===== src/rtl/core/eed_pkg.sv =====
// Package for the echo escape decoder: types, byte constants and the result-append helper.
package eed_pkg;

    // Byte values used by the decoder
    localparam logic [7:0] C_BACKSLASH = 8'h5C;
    localparam logic [7:0] C_SPACE     = 8'h20;
    localparam logic [7:0] C_NEWLINE   = 8'h0A;
    localparam logic [7:0] C_BELL      = 8'h07;
    localparam logic [7:0] C_BKSP      = 8'h08;
    localparam logic [7:0] C_ESCAPE    = 8'h1B;
    localparam logic [7:0] C_FORMFEED  = 8'h0C;
    localparam logic [7:0] C_TAB       = 8'h09;
    localparam logic [7:0] C_VTAB      = 8'h0B;
    localparam logic [7:0] C_DIGIT_0   = 8'h30;
    localparam logic [7:0] C_DIGIT_7   = 8'h37;
    localparam logic [7:0] C_LETTER_A  = 8'h61;
    localparam logic [7:0] C_LETTER_B  = 8'h62;
    localparam logic [7:0] C_LETTER_C  = 8'h63;
    localparam logic [7:0] C_LETTER_E  = 8'h65;
    localparam logic [7:0] C_LETTER_F  = 8'h66;
    localparam logic [7:0] C_LETTER_N  = 8'h6E;
    localparam logic [7:0] C_LETTER_T  = 8'h74;
    localparam logic [7:0] C_LETTER_V  = 8'h76;

    // Results per item and configuration port layout
    localparam int MAX_RESULTS = 3;
    localparam int CFG_IDX_W   = 1;

    typedef enum logic [CFG_IDX_W-1:0] {
        CFG_ESCAPES = 1'b0,
        CFG_NEWLINE = 1'b1
    } t_cfg_reg;

    typedef enum logic [2:0] {
        MODE_NORMAL = 3'd0,
        MODE_ESCAPE = 3'd1,
        MODE_OCTAL  = 3'd2
    } t_mode;

    typedef struct packed {
        logic [7:0] data_byte;
        logic       byte_present;
        logic       ends_argument;
        logic       ends_all;
    } t_item;

    typedef struct packed {
        t_mode      mode;
        logic [8:0] oval;
        logic [1:0] odig;
        logic       halt;
    } t_dstate;

    // Results of one item: count plus up to three bytes, first at index 0
    typedef struct packed {
        logic [1:0]                   count;
        logic [MAX_RESULTS-1:0][7:0]  bytes;
    } t_batch;

    // Append one byte unless output is halted or the batch is full
    function automatic t_batch put_byte(t_batch batch, logic halt, logic [7:0] value);
        t_batch res;
        res = batch;
        if (!halt && batch.count < 2'(MAX_RESULTS)) begin
            res.bytes[batch.count] = value;
            res.count = batch.count + 2'd1;
        end
        return res;
    endfunction

endpackage


===== src/rtl/core/eed_decode.sv =====
// Combinational decode of one argument item into up to three result bytes and the next state.
module eed_decode
    import eed_pkg::*;
(
    input  t_item   i_item,
    input  t_dstate i_state,
    input  logic    i_escapes_enabled,
    input  logic    i_newline_enabled,
    output t_batch  o_batch,
    output t_dstate o_state
);

    t_batch     batch;
    t_dstate    st;
    logic [7:0] b;
    logic       ends;
    logic       do_plain;
    logic [1:0] dig_next;

    always_comb begin
        batch    = '0;
        st       = i_state;
        b        = i_item.data_byte;
        ends     = i_item.ends_argument | i_item.ends_all;
        do_plain = 1'b0;
        dig_next = i_state.odig + 2'd1;

        // Handle the byte according to the current decode mode
        if (i_item.byte_present && !st.halt) begin
            case (st.mode)
                MODE_ESCAPE: begin
                    st.mode = MODE_NORMAL;
                    case (b)
                        C_BACKSLASH: batch = put_byte(batch, st.halt, C_BACKSLASH);
                        C_LETTER_A:  batch = put_byte(batch, st.halt, C_BELL);
                        C_LETTER_B:  batch = put_byte(batch, st.halt, C_BKSP);
                        C_LETTER_C:  st.halt = 1'b1;
                        C_LETTER_E:  batch = put_byte(batch, st.halt, C_ESCAPE);
                        C_LETTER_F:  batch = put_byte(batch, st.halt, C_FORMFEED);
                        C_LETTER_N:  batch = put_byte(batch, st.halt, C_NEWLINE);
                        C_LETTER_T:  batch = put_byte(batch, st.halt, C_TAB);
                        C_LETTER_V:  batch = put_byte(batch, st.halt, C_VTAB);
                        C_DIGIT_0: begin
                            st.mode = MODE_OCTAL;
                            st.oval = '0;
                            st.odig = '0;
                        end
                        default: begin
                            batch = put_byte(batch, st.halt, C_BACKSLASH);
                            batch = put_byte(batch, st.halt, b);
                        end
                    endcase
                end
                MODE_OCTAL: begin
                    if (b inside {[C_DIGIT_0:C_DIGIT_7]}) begin
                        // Shift in one digit, emit after the third
                        st.oval = {st.oval[5:0], b[2:0]};
                        st.odig = dig_next;
                        if (dig_next == 2'd3) begin
                            batch   = put_byte(batch, st.halt, st.oval[7:0]);
                            st.mode = MODE_NORMAL;
                            st.oval = '0;
                            st.odig = '0;
                        end
                    end else begin
                        // Close the escape early, then treat the byte as text
                        if (st.odig != 2'd0) begin
                            batch = put_byte(batch, st.halt, st.oval[7:0]);
                        end
                        st.mode  = MODE_NORMAL;
                        st.oval  = '0;
                        st.odig  = '0;
                        do_plain = 1'b1;
                    end
                end
                default: do_plain = 1'b1;
            endcase

            if (do_plain) begin
                if (i_escapes_enabled && b == C_BACKSLASH) begin
                    st.mode = MODE_ESCAPE;
                end else begin
                    batch = put_byte(batch, st.halt, b);
                end
            end
        end

        // Flush a pending escape and add the separator at argument end
        if (ends) begin
            if (st.mode == MODE_ESCAPE) begin
                batch = put_byte(batch, st.halt, C_BACKSLASH);
            end else if (st.mode == MODE_OCTAL && st.odig != 2'd0) begin
                batch = put_byte(batch, st.halt, st.oval[7:0]);
            end
            st.mode = MODE_NORMAL;
            st.oval = '0;
            st.odig = '0;
            if (!i_item.ends_all) begin
                batch = put_byte(batch, st.halt, C_SPACE);
            end else begin
                if (i_newline_enabled) begin
                    batch = put_byte(batch, st.halt, C_NEWLINE);
                end
                st.halt = 1'b0;
            end
        end
    end

    assign o_batch = batch;
    assign o_state = st;

endmodule


===== src/rtl/core/eed_out_queue.sv =====
// Result register that holds one item's results and hands them out one per transfer.
module eed_out_queue
    import eed_pkg::*;
(
    input  logic       i_clk,
    input  logic       i_rst_n,
    input  logic       i_load,
    input  t_batch     i_batch,
    output logic       o_can_load,
    output logic       o_valid,
    input  logic       i_ready,
    output logic [7:0] o_byte,
    output logic       o_last
);

    logic                         r_valid;
    logic [1:0]                   r_count;
    logic [1:0]                   r_idx;
    logic [MAX_RESULTS-1:0][7:0]  r_bytes;
    logic                         last;
    logic                         xfer;

    assign last       = (r_idx == r_count - 2'd1);
    assign xfer       = r_valid && i_ready;
    assign o_can_load = !r_valid || (xfer && last);
    assign o_valid    = r_valid;
    assign o_byte     = r_bytes[r_idx];
    assign o_last     = last;

    // Load a new batch when free, otherwise advance through the held one
    always_ff @(posedge i_clk) begin
        if (!i_rst_n) begin
            r_valid <= 1'b0;
            r_idx   <= '0;
            r_count <= '0;
        end else if (i_load && o_can_load && i_batch.count != 2'd0) begin
            r_valid <= 1'b1;
            r_idx   <= '0;
            r_count <= i_batch.count;
        end else if (xfer) begin
            if (last) begin
                r_valid <= 1'b0;
            end else begin
                r_idx <= r_idx + 2'd1;
            end
        end
    end

    // Payload needs no reset
    always_ff @(posedge i_clk) begin
        if (i_load && o_can_load) begin
            r_bytes <= i_batch.bytes;
        end
    end

endmodule


===== src/rtl/core/echo_escape_decoder.sv =====
// Top level of the echo escape decoder: input register, decode state, configuration, result register.
//
// Argument bytes enter at one per cycle while o_in_ready is high. Each item is
// registered, decoded combinationally against the decode state, and its zero
// to three result bytes are loaded into the result register, which hands them
// out one per output transfer, so a result follows its item through the input
// register and the result register. An item with several results holds the
// output side until its last result is taken; the input side keeps one item per
// cycle only while each item yields at most one result. Configuration is always
// ready and is meant to be written only while no item is in flight.
module echo_escape_decoder
    import eed_pkg::*;
(
    input  logic                 i_clk,
    input  logic                 i_rst_n,
    // Argument byte channel
    input  logic                 i_in_valid,
    output logic                 o_in_ready,
    input  logic [7:0]           i_data_byte,
    input  logic                 i_byte_present,
    input  logic                 i_ends_argument,
    input  logic                 i_ends_all,
    // Result channel
    output logic                 o_out_valid,
    input  logic                 i_out_ready,
    output logic [7:0]           o_out_byte,
    output logic                 o_last_of_run,
    // Configuration channel
    input  logic                 i_cfg_valid,
    output logic                 o_cfg_ready,
    input  logic [CFG_IDX_W-1:0] i_cfg_index,
    input  logic                 i_cfg_data
);

    logic    r_in_valid;
    t_item   r_item;
    t_dstate r_state;
    t_dstate n_state;
    logic    r_escapes_enabled;
    logic    r_newline_enabled;
    t_batch  batch;
    logic    can_load;
    logic    advance;

    assign advance     = r_in_valid && can_load;
    assign o_in_ready  = !r_in_valid || advance;
    assign o_cfg_ready = 1'b1;

    // Hold the accepted item until the result register can take its results
    always_ff @(posedge i_clk) begin
        if (!i_rst_n) begin
            r_in_valid <= 1'b0;
        end else if (o_in_ready) begin
            r_in_valid <= i_in_valid;
        end
    end

    always_ff @(posedge i_clk) begin
        if (i_in_valid && o_in_ready) begin
            r_item <= '{data_byte: i_data_byte, byte_present: i_byte_present,
                        ends_argument: i_ends_argument, ends_all: i_ends_all};
        end
    end

    // Advance decode state as each item is decoded
    always_ff @(posedge i_clk) begin
        if (!i_rst_n) begin
            r_state <= '{mode: MODE_NORMAL, oval: '0, odig: '0, halt: 1'b0};
        end else if (advance) begin
            r_state <= n_state;
        end
    end

    // Write configuration registers
    always_ff @(posedge i_clk) begin
        if (!i_rst_n) begin
            r_escapes_enabled <= 1'b0;
            r_newline_enabled <= 1'b1;
        end else if (i_cfg_valid && o_cfg_ready) begin
            case (i_cfg_index)
                CFG_ESCAPES: r_escapes_enabled <= i_cfg_data;
                CFG_NEWLINE: r_newline_enabled <= i_cfg_data;
                default: ;
            endcase
        end
    end

    eed_decode u_decode (
        .i_item            (r_item),
        .i_state           (r_state),
        .i_escapes_enabled (r_escapes_enabled),
        .i_newline_enabled (r_newline_enabled),
        .o_batch           (batch),
        .o_state           (n_state)
    );

    eed_out_queue u_out_queue (
        .i_clk      (i_clk),
        .i_rst_n    (i_rst_n),
        .i_load     (advance),
        .i_batch    (batch),
        .o_can_load (can_load),
        .o_valid    (o_out_valid),
        .i_ready    (i_out_ready),
        .o_byte     (o_out_byte),
        .o_last     (o_last_of_run)
    );

endmodule


===== config.mk =====
export PLATFORM = sky130hd
export DESIGN_NAME = echo_escape_decoder
export DESIGN_NICKNAME = d
export VERILOG_FILES = /design/src/rtl/core/eed_pkg.sv /design/src/rtl/core/eed_decode.sv /design/src/rtl/core/eed_out_queue.sv /design/src/rtl/core/echo_escape_decoder.sv
export SDC_FILE = /design/constraint.sdc
export NUM_CORES = 1
export LEC_CHECK = 0
export ABC_AREA = 1
export BUFFER_PORTS_ARGS = -buffer_cell sky130_fd_sc_hd__buf_2
export CELL_PAD_IN_SITES_DETAIL_PLACEMENT = 1
export CELL_PAD_IN_SITES_GLOBAL_PLACEMENT = 2
export CORE_MARGIN = 3
export CORE_UTILIZATION = 36
export CTS_BUF_LIST = sky130_fd_sc_hd__clkbuf_8
export DETAILED_ROUTE_END_ITERATION = 10
export GPL_TIMING_DRIVEN = 0
export PLACE_DENSITY_LB_ADDON = 0.1
export SLEW_MARGIN = 20
export SYNTH_ARGS = -nofsm -noshare
export SYNTH_HDL_FRONTEND = slang
export SYNTH_HIERARCHICAL = 1
export SYNTH_SLANG_ARGS = --single-unit

===== constraint.sdc =====
create_clock -name i_clk -period 5.35 [get_ports i_clk]
set_input_delay 0 -clock i_clk [delete_from_list [all_inputs] [get_ports i_clk]]
set_output_delay 0 -clock i_clk [all_outputs]
set_load 0.03 [all_outputs]

# Word level (Yosys, flattened, before mapping)
# Cells that the tools add are included.
dict set report op_classes {
  n_reduce_logical 37
  bitwise_logic 13
  addsub 7
  order_cmp 15
  muxes 69
  eq_ne 16
}
# op n
set ops {}
lappend ops {{two-way mux 26 bit} 17}
lappend ops {{case mux 26 bit (9 select lines)} 1}
lappend ops {{two-way mux 8 bit} 10}
lappend ops {{bitwise mux 24 bit} 3}
lappend ops {{== test 8 x 7 -> 1 bit (second input constant)} 9}
lappend ops {{demux 8 bit (select 2 bit)} 4}
lappend ops {{case mux 26 bit (2 select lines)} 1}
lappend ops {{two-way mux 25 bit} 2}
lappend ops {{two-way mux 15 bit} 2}
lappend ops {{two-way mux 14 bit} 2}
lappend ops {{case mux 14 bit (2 select lines)} 1}
lappend ops {{AND 21 bit} 1}
lappend ops {{inverter 21 bit} 1}
lappend ops {{two-way mux 4 bit} 5}
lappend ops {{AND 18 bit} 1}
lappend ops {{logical AND 1 bit} 18}
lappend ops {{inverter 18 bit} 1}
lappend ops {{binary-select mux 8 bit (select 2 bit)} 1}
lappend ops {{less-than comparator 2 x 3 -> 1 bit (second input constant)} 5}
lappend ops {{two-way mux 13 bit} 1}
lappend ops {{adder 2 x 1 -> 2 bit (second input constant)} 6}
lappend ops {{AND 12 bit} 1}
lappend ops {{inverter 12 bit} 1}
lappend ops {{bitwise OR 12 bit} 1}
lappend ops {{other kinds (26)} 62}
dict set report totals {
  out_inout_bits 12
  wordCells 174
  regBits 57
  inputBits 18
}

# Logic depth before layout (Yosys ltp)
dict set report logic_depth {
  word_depth 46
  mapped_depth 35
  depth_no_buf 34
}

# Modules after synthesis
# Netlist, hierarchy kept.
# module seq_area_each_um2 n_inst cells_per_inst area_each_um2
set by_module_without_submodules {}
lappend by_module_without_submodules {eed_decode 0.0 1 483 2433.6}
lappend by_module_without_submodules {eed_out_queue 820.8 1 101 1239.9}
lappend by_module_without_submodules {echo_escape_decoder 690.7 1 96 1014.7}

# Worst setup path before layout
# OpenSTA, ideal clock, no wires.
dict set report synth_path {
  kind {register -> register}
  startpoint {reg r_item[10] (netlist bit)}
  endpoint {reg u_out_queue.r_valid (netlist: u_out_queue/o_valid)}
  path_buffers 1
  period_less_slack_ns 4.356
  arrival_ns 4.248
  path_slack_ns 0.994
  stages_incl_launch_ff 35
  cell_sequence {edfxtp_1 -> inv_2 -> nand2_2 -> nor2_4 -> buf_6 -> nand4_1 -> nand3_1 -> nor2_1 -> nand2_1 -> nor2_2 -> nand2_2 -> inv_1 -> ha_1 -> nor2_1 -> nand2_4 -> inv_2 -> a21oi_1 -> nand2_1 -> inv_1 -> ha_1 -> nor2_2 -> nand2_1 -> nand2_1 -> nand2_2 -> ha_1 -> nor2_1 -> nand2_1 -> or2_2 -> nand3_1 -> o21ai_0 -> or2_2 -> nand3_4 -> nand2_1 -> nand2_1 -> inv_1}
}
# element line
set synth_rtl {}
lappend synth_rtl {{start, declared} echo_escape_decoder.sv:36} ;# t_item r_item;
lappend synth_rtl {{start signal, assigned} echo_escape_decoder.sv:60} ;# r_item <= '{data_byte: i_data_byte, byte_present: i_byte_present,
lappend synth_rtl {{end signal, assigned} eed_out_queue.sv:33} ;# r_valid <= 1'b0;
lappend synth_rtl {{end signal, assigned} eed_out_queue.sv:37} ;# r_valid <= 1'b1;
lappend synth_rtl {{end signal, assigned} eed_out_queue.sv:42} ;# r_valid <= 1'b0;
lappend synth_rtl {{end, declared} eed_out_queue.sv:16} ;# logic r_valid;

==> impl_metrics.ini <==
[pwr]
power_density_mw_per_mm2 = 284
p_clk_share_pct = 29.3
p_sw_share_pct = 39.2
ir_worst_vdd_mv = 0.132
seqPwrFrac_pct = 35.0
power_frac_comb_pct = 35.6
switching_power_uw = 613
p_int_uw = 951
total_leakage_power_nw = 2.47

[die]
num_rows = 40
die_h_um = 120
dieArea_mm2 = 0.0143
io_pins = 30
start_util_pct = 37.7
core-area_mm2 = 0.0123
die_x_um = 120

[worst_hold_path]
hp-class = input pin to register

[critical_path]
start_kind = register
critical_path_class = register to register
cp.arrival_ns = 5.33
worstPathMaxFanout = 7
cp.required_ns = 5.65
end_kind = register
slowest_stage = edfxtp_1
critPathMaxStageDelay_ns = 0.50
crit_top_cell = nand2_1

[detailed_routing]
vias_per_cell = 5.18
wl_per_cell_um = 17.6
ant_nets = 0
drt_wl_total_um = 16100
drtIter0Drc = 303
vias = 4732
drtPass1Iterations = 4
drc = 0

[timing]
finClkSkew_ns = 0.0187
hold_violations = 0
min_period_over_period_pct = 94.0
final_max_slew_viol_count = 0
max_freq_mhz = 199
maxSlewHeadroom_pct = 44.2
worstMarginPinSlew_ns = 0.837
post-route-min-period_ns = 5.03
setup_viol = 0

[cts]
htreeDepth = 3
path_clk_slew_ns = 0.08
clk_path_buf_depth = 2
cts_buffers = 9
tritoncts = yes
clkSinkCount = 57
clk_latency_ns = 0.37
root_buffer = clkbuf_8

[grt]
grt-ovfl-total = 0
antenna_found_initial = 0
grt_start_max_net_pins = 26
grt_pass1_wl_um = 25600
track_usage_pct = 23.0
grt_pass1_vias = 4845

[place]
place_congestion = 0.878
port_buffers = 28
dp_cells = 869
place_area_mm2 = 0.00499
hpwlAfterDp_um = 12500

[finish]
stdcell_area_mm2 = 0.00550
num-nets-final = 771
num_antenna_cells = 0
final_cell_count_no_fill = 914
drive_above_1_share_pct = 21.0
area_growth_pct = 18.6
fillers = 1616

[flow_run]
drv_cap = 0

[status]
outcome = completed

[synth]
synth_area_mm2 = 0.00464
syn_nets = 703
synth_warnings = 6
synth_area_per_cell_um2 = 6.90
syn_inst = 673
==> state kept, by name, indices dropped and copies added (netlist names) <==
register             count
r_state                 14
u_out_queue/r_bytes     24
u_out_queue/r_idx        2
r_in_valid               1
u_out_queue/r_count      2
r_item                  11
r_escapes_enabled        1
u_out_queue/o_valid      1
r_newline_enabled        1
==> through the flow <==
| step | util [%] | hold slack [ns] | power [mW] | TNS, ns | setup WS (ns) |
|---|---|---|---|---|---|
| finish | 44.7 | 0.0302 | 1.56 | 0 | 0.321 |
| detailed placement | 40.6 | 0.178 | 1.09 | 0 | 0.0699 |
| CTS | 43.9 | 0.000704 | 1.56 | 0 | 0.0406 |
| floorplan | - | 0.0976 | 0.930 | 0 | 0.994 |
| global route | 44.7 | 0.0543 | 1.67 | -0.0905 | -0.0320 |
| global placement | 40.5 | 0.176 | 1.07 | 0 | 0.146 |
==> cell usage in the layout (no fill, tap or decap), types with 12 or more instances in the layout <==
| cell type | count |
|---|---|
| nand2_2 | 16 |
| nand2_1 | 145 |
| edfxtp_1 | 35 |
| ha_1 | 12 |
| nor2_1 | 88 |
| dfxtp_1 | 21 |
| o21ai_0 | 54 |
| inv_2 | 25 |
| a21oi_1 | 17 |
| o21ai_1 | 23 |
| buf_2 | 30 |
| dlygate4sd3_1 | 20 |
| inv_1 | 65 |
| nand3_1 | 61 |
==> worst max-delay path: cells and delay by family, from the launching register on <==
kind	cells	cell delay [ns]
and+or+nand+nor	22	3.01
AOI/OAI and AO/OA	3	0.35
adders and majority gates	3	0.64
DFF	1	0.50
buffers and inverters	4	0.42
==> routing by layer <==
layer  GRT usage, %  routed length [um]  vias up  share of wire (%)
li1               -                   -     2355                  -
met1           29.3                7250     2279                 45
met2           39.1                8080       85                 50
met3           5.00                 559       13                3.5
met4           6.87                 242        0                1.5
met5              0                   0        -                  0
==> path summary, 6_finish.rpt <==
| path | from | to | slack (ns) | depth (start not counted) |
|---|---|---|---|---|
| worst max-delay path | r_item[9] | u_out_queue/r_count[1] | 0.32 | 32 |
| worst min-delay path | i_out_ready | u_out_queue/r_idx[0] | 0.03 | 5 |
| worst max register to register | r_item[9] | u_out_queue/r_count[1] | 0.32 | 32 |
| worst min register to register | r_state[3] | r_state[3] | 0.49 | 2 |
==> final cells by class <==
class                   instances  area, um2  share of cell area (%)
multi-input cells             506       2690                    48.9
plain buffers                  16        125                    2.27
clock inverters                 7       91.3                    1.66
clock buffers                   9        124                    2.25
well taps                     168        210                    3.82
flip-flops and latches         57       1490                    27.1
inverters                      94        359                    6.52
repair buffers                 57        408                    7.41
==> timing repair <==
action                                  in CTS  in global routing
hold buffers                                20                  0
endpoints found under the setup margin       0                 15
endpoints found under the hold margin       22                  0
setup buffers                                0                  9
gates resized for setup                      0                  7
==> power by group through the flow <==
stage / Combinational, mW / Clock (mW) / Sequential, mW
after detailed placement: 0.527 / 0 / 0.559
final: 0.557 / 0.458 / 0.548
after global routing: 0.622 / 0.494 / 0.552
after global placement: 0.513 / 0 / 0.557
after floorplan: 0.380 / 0 / 0.550
after CTS: 0.542 / 0.472 / 0.550
Note: power is estimated with default switching activity, not from simulation.
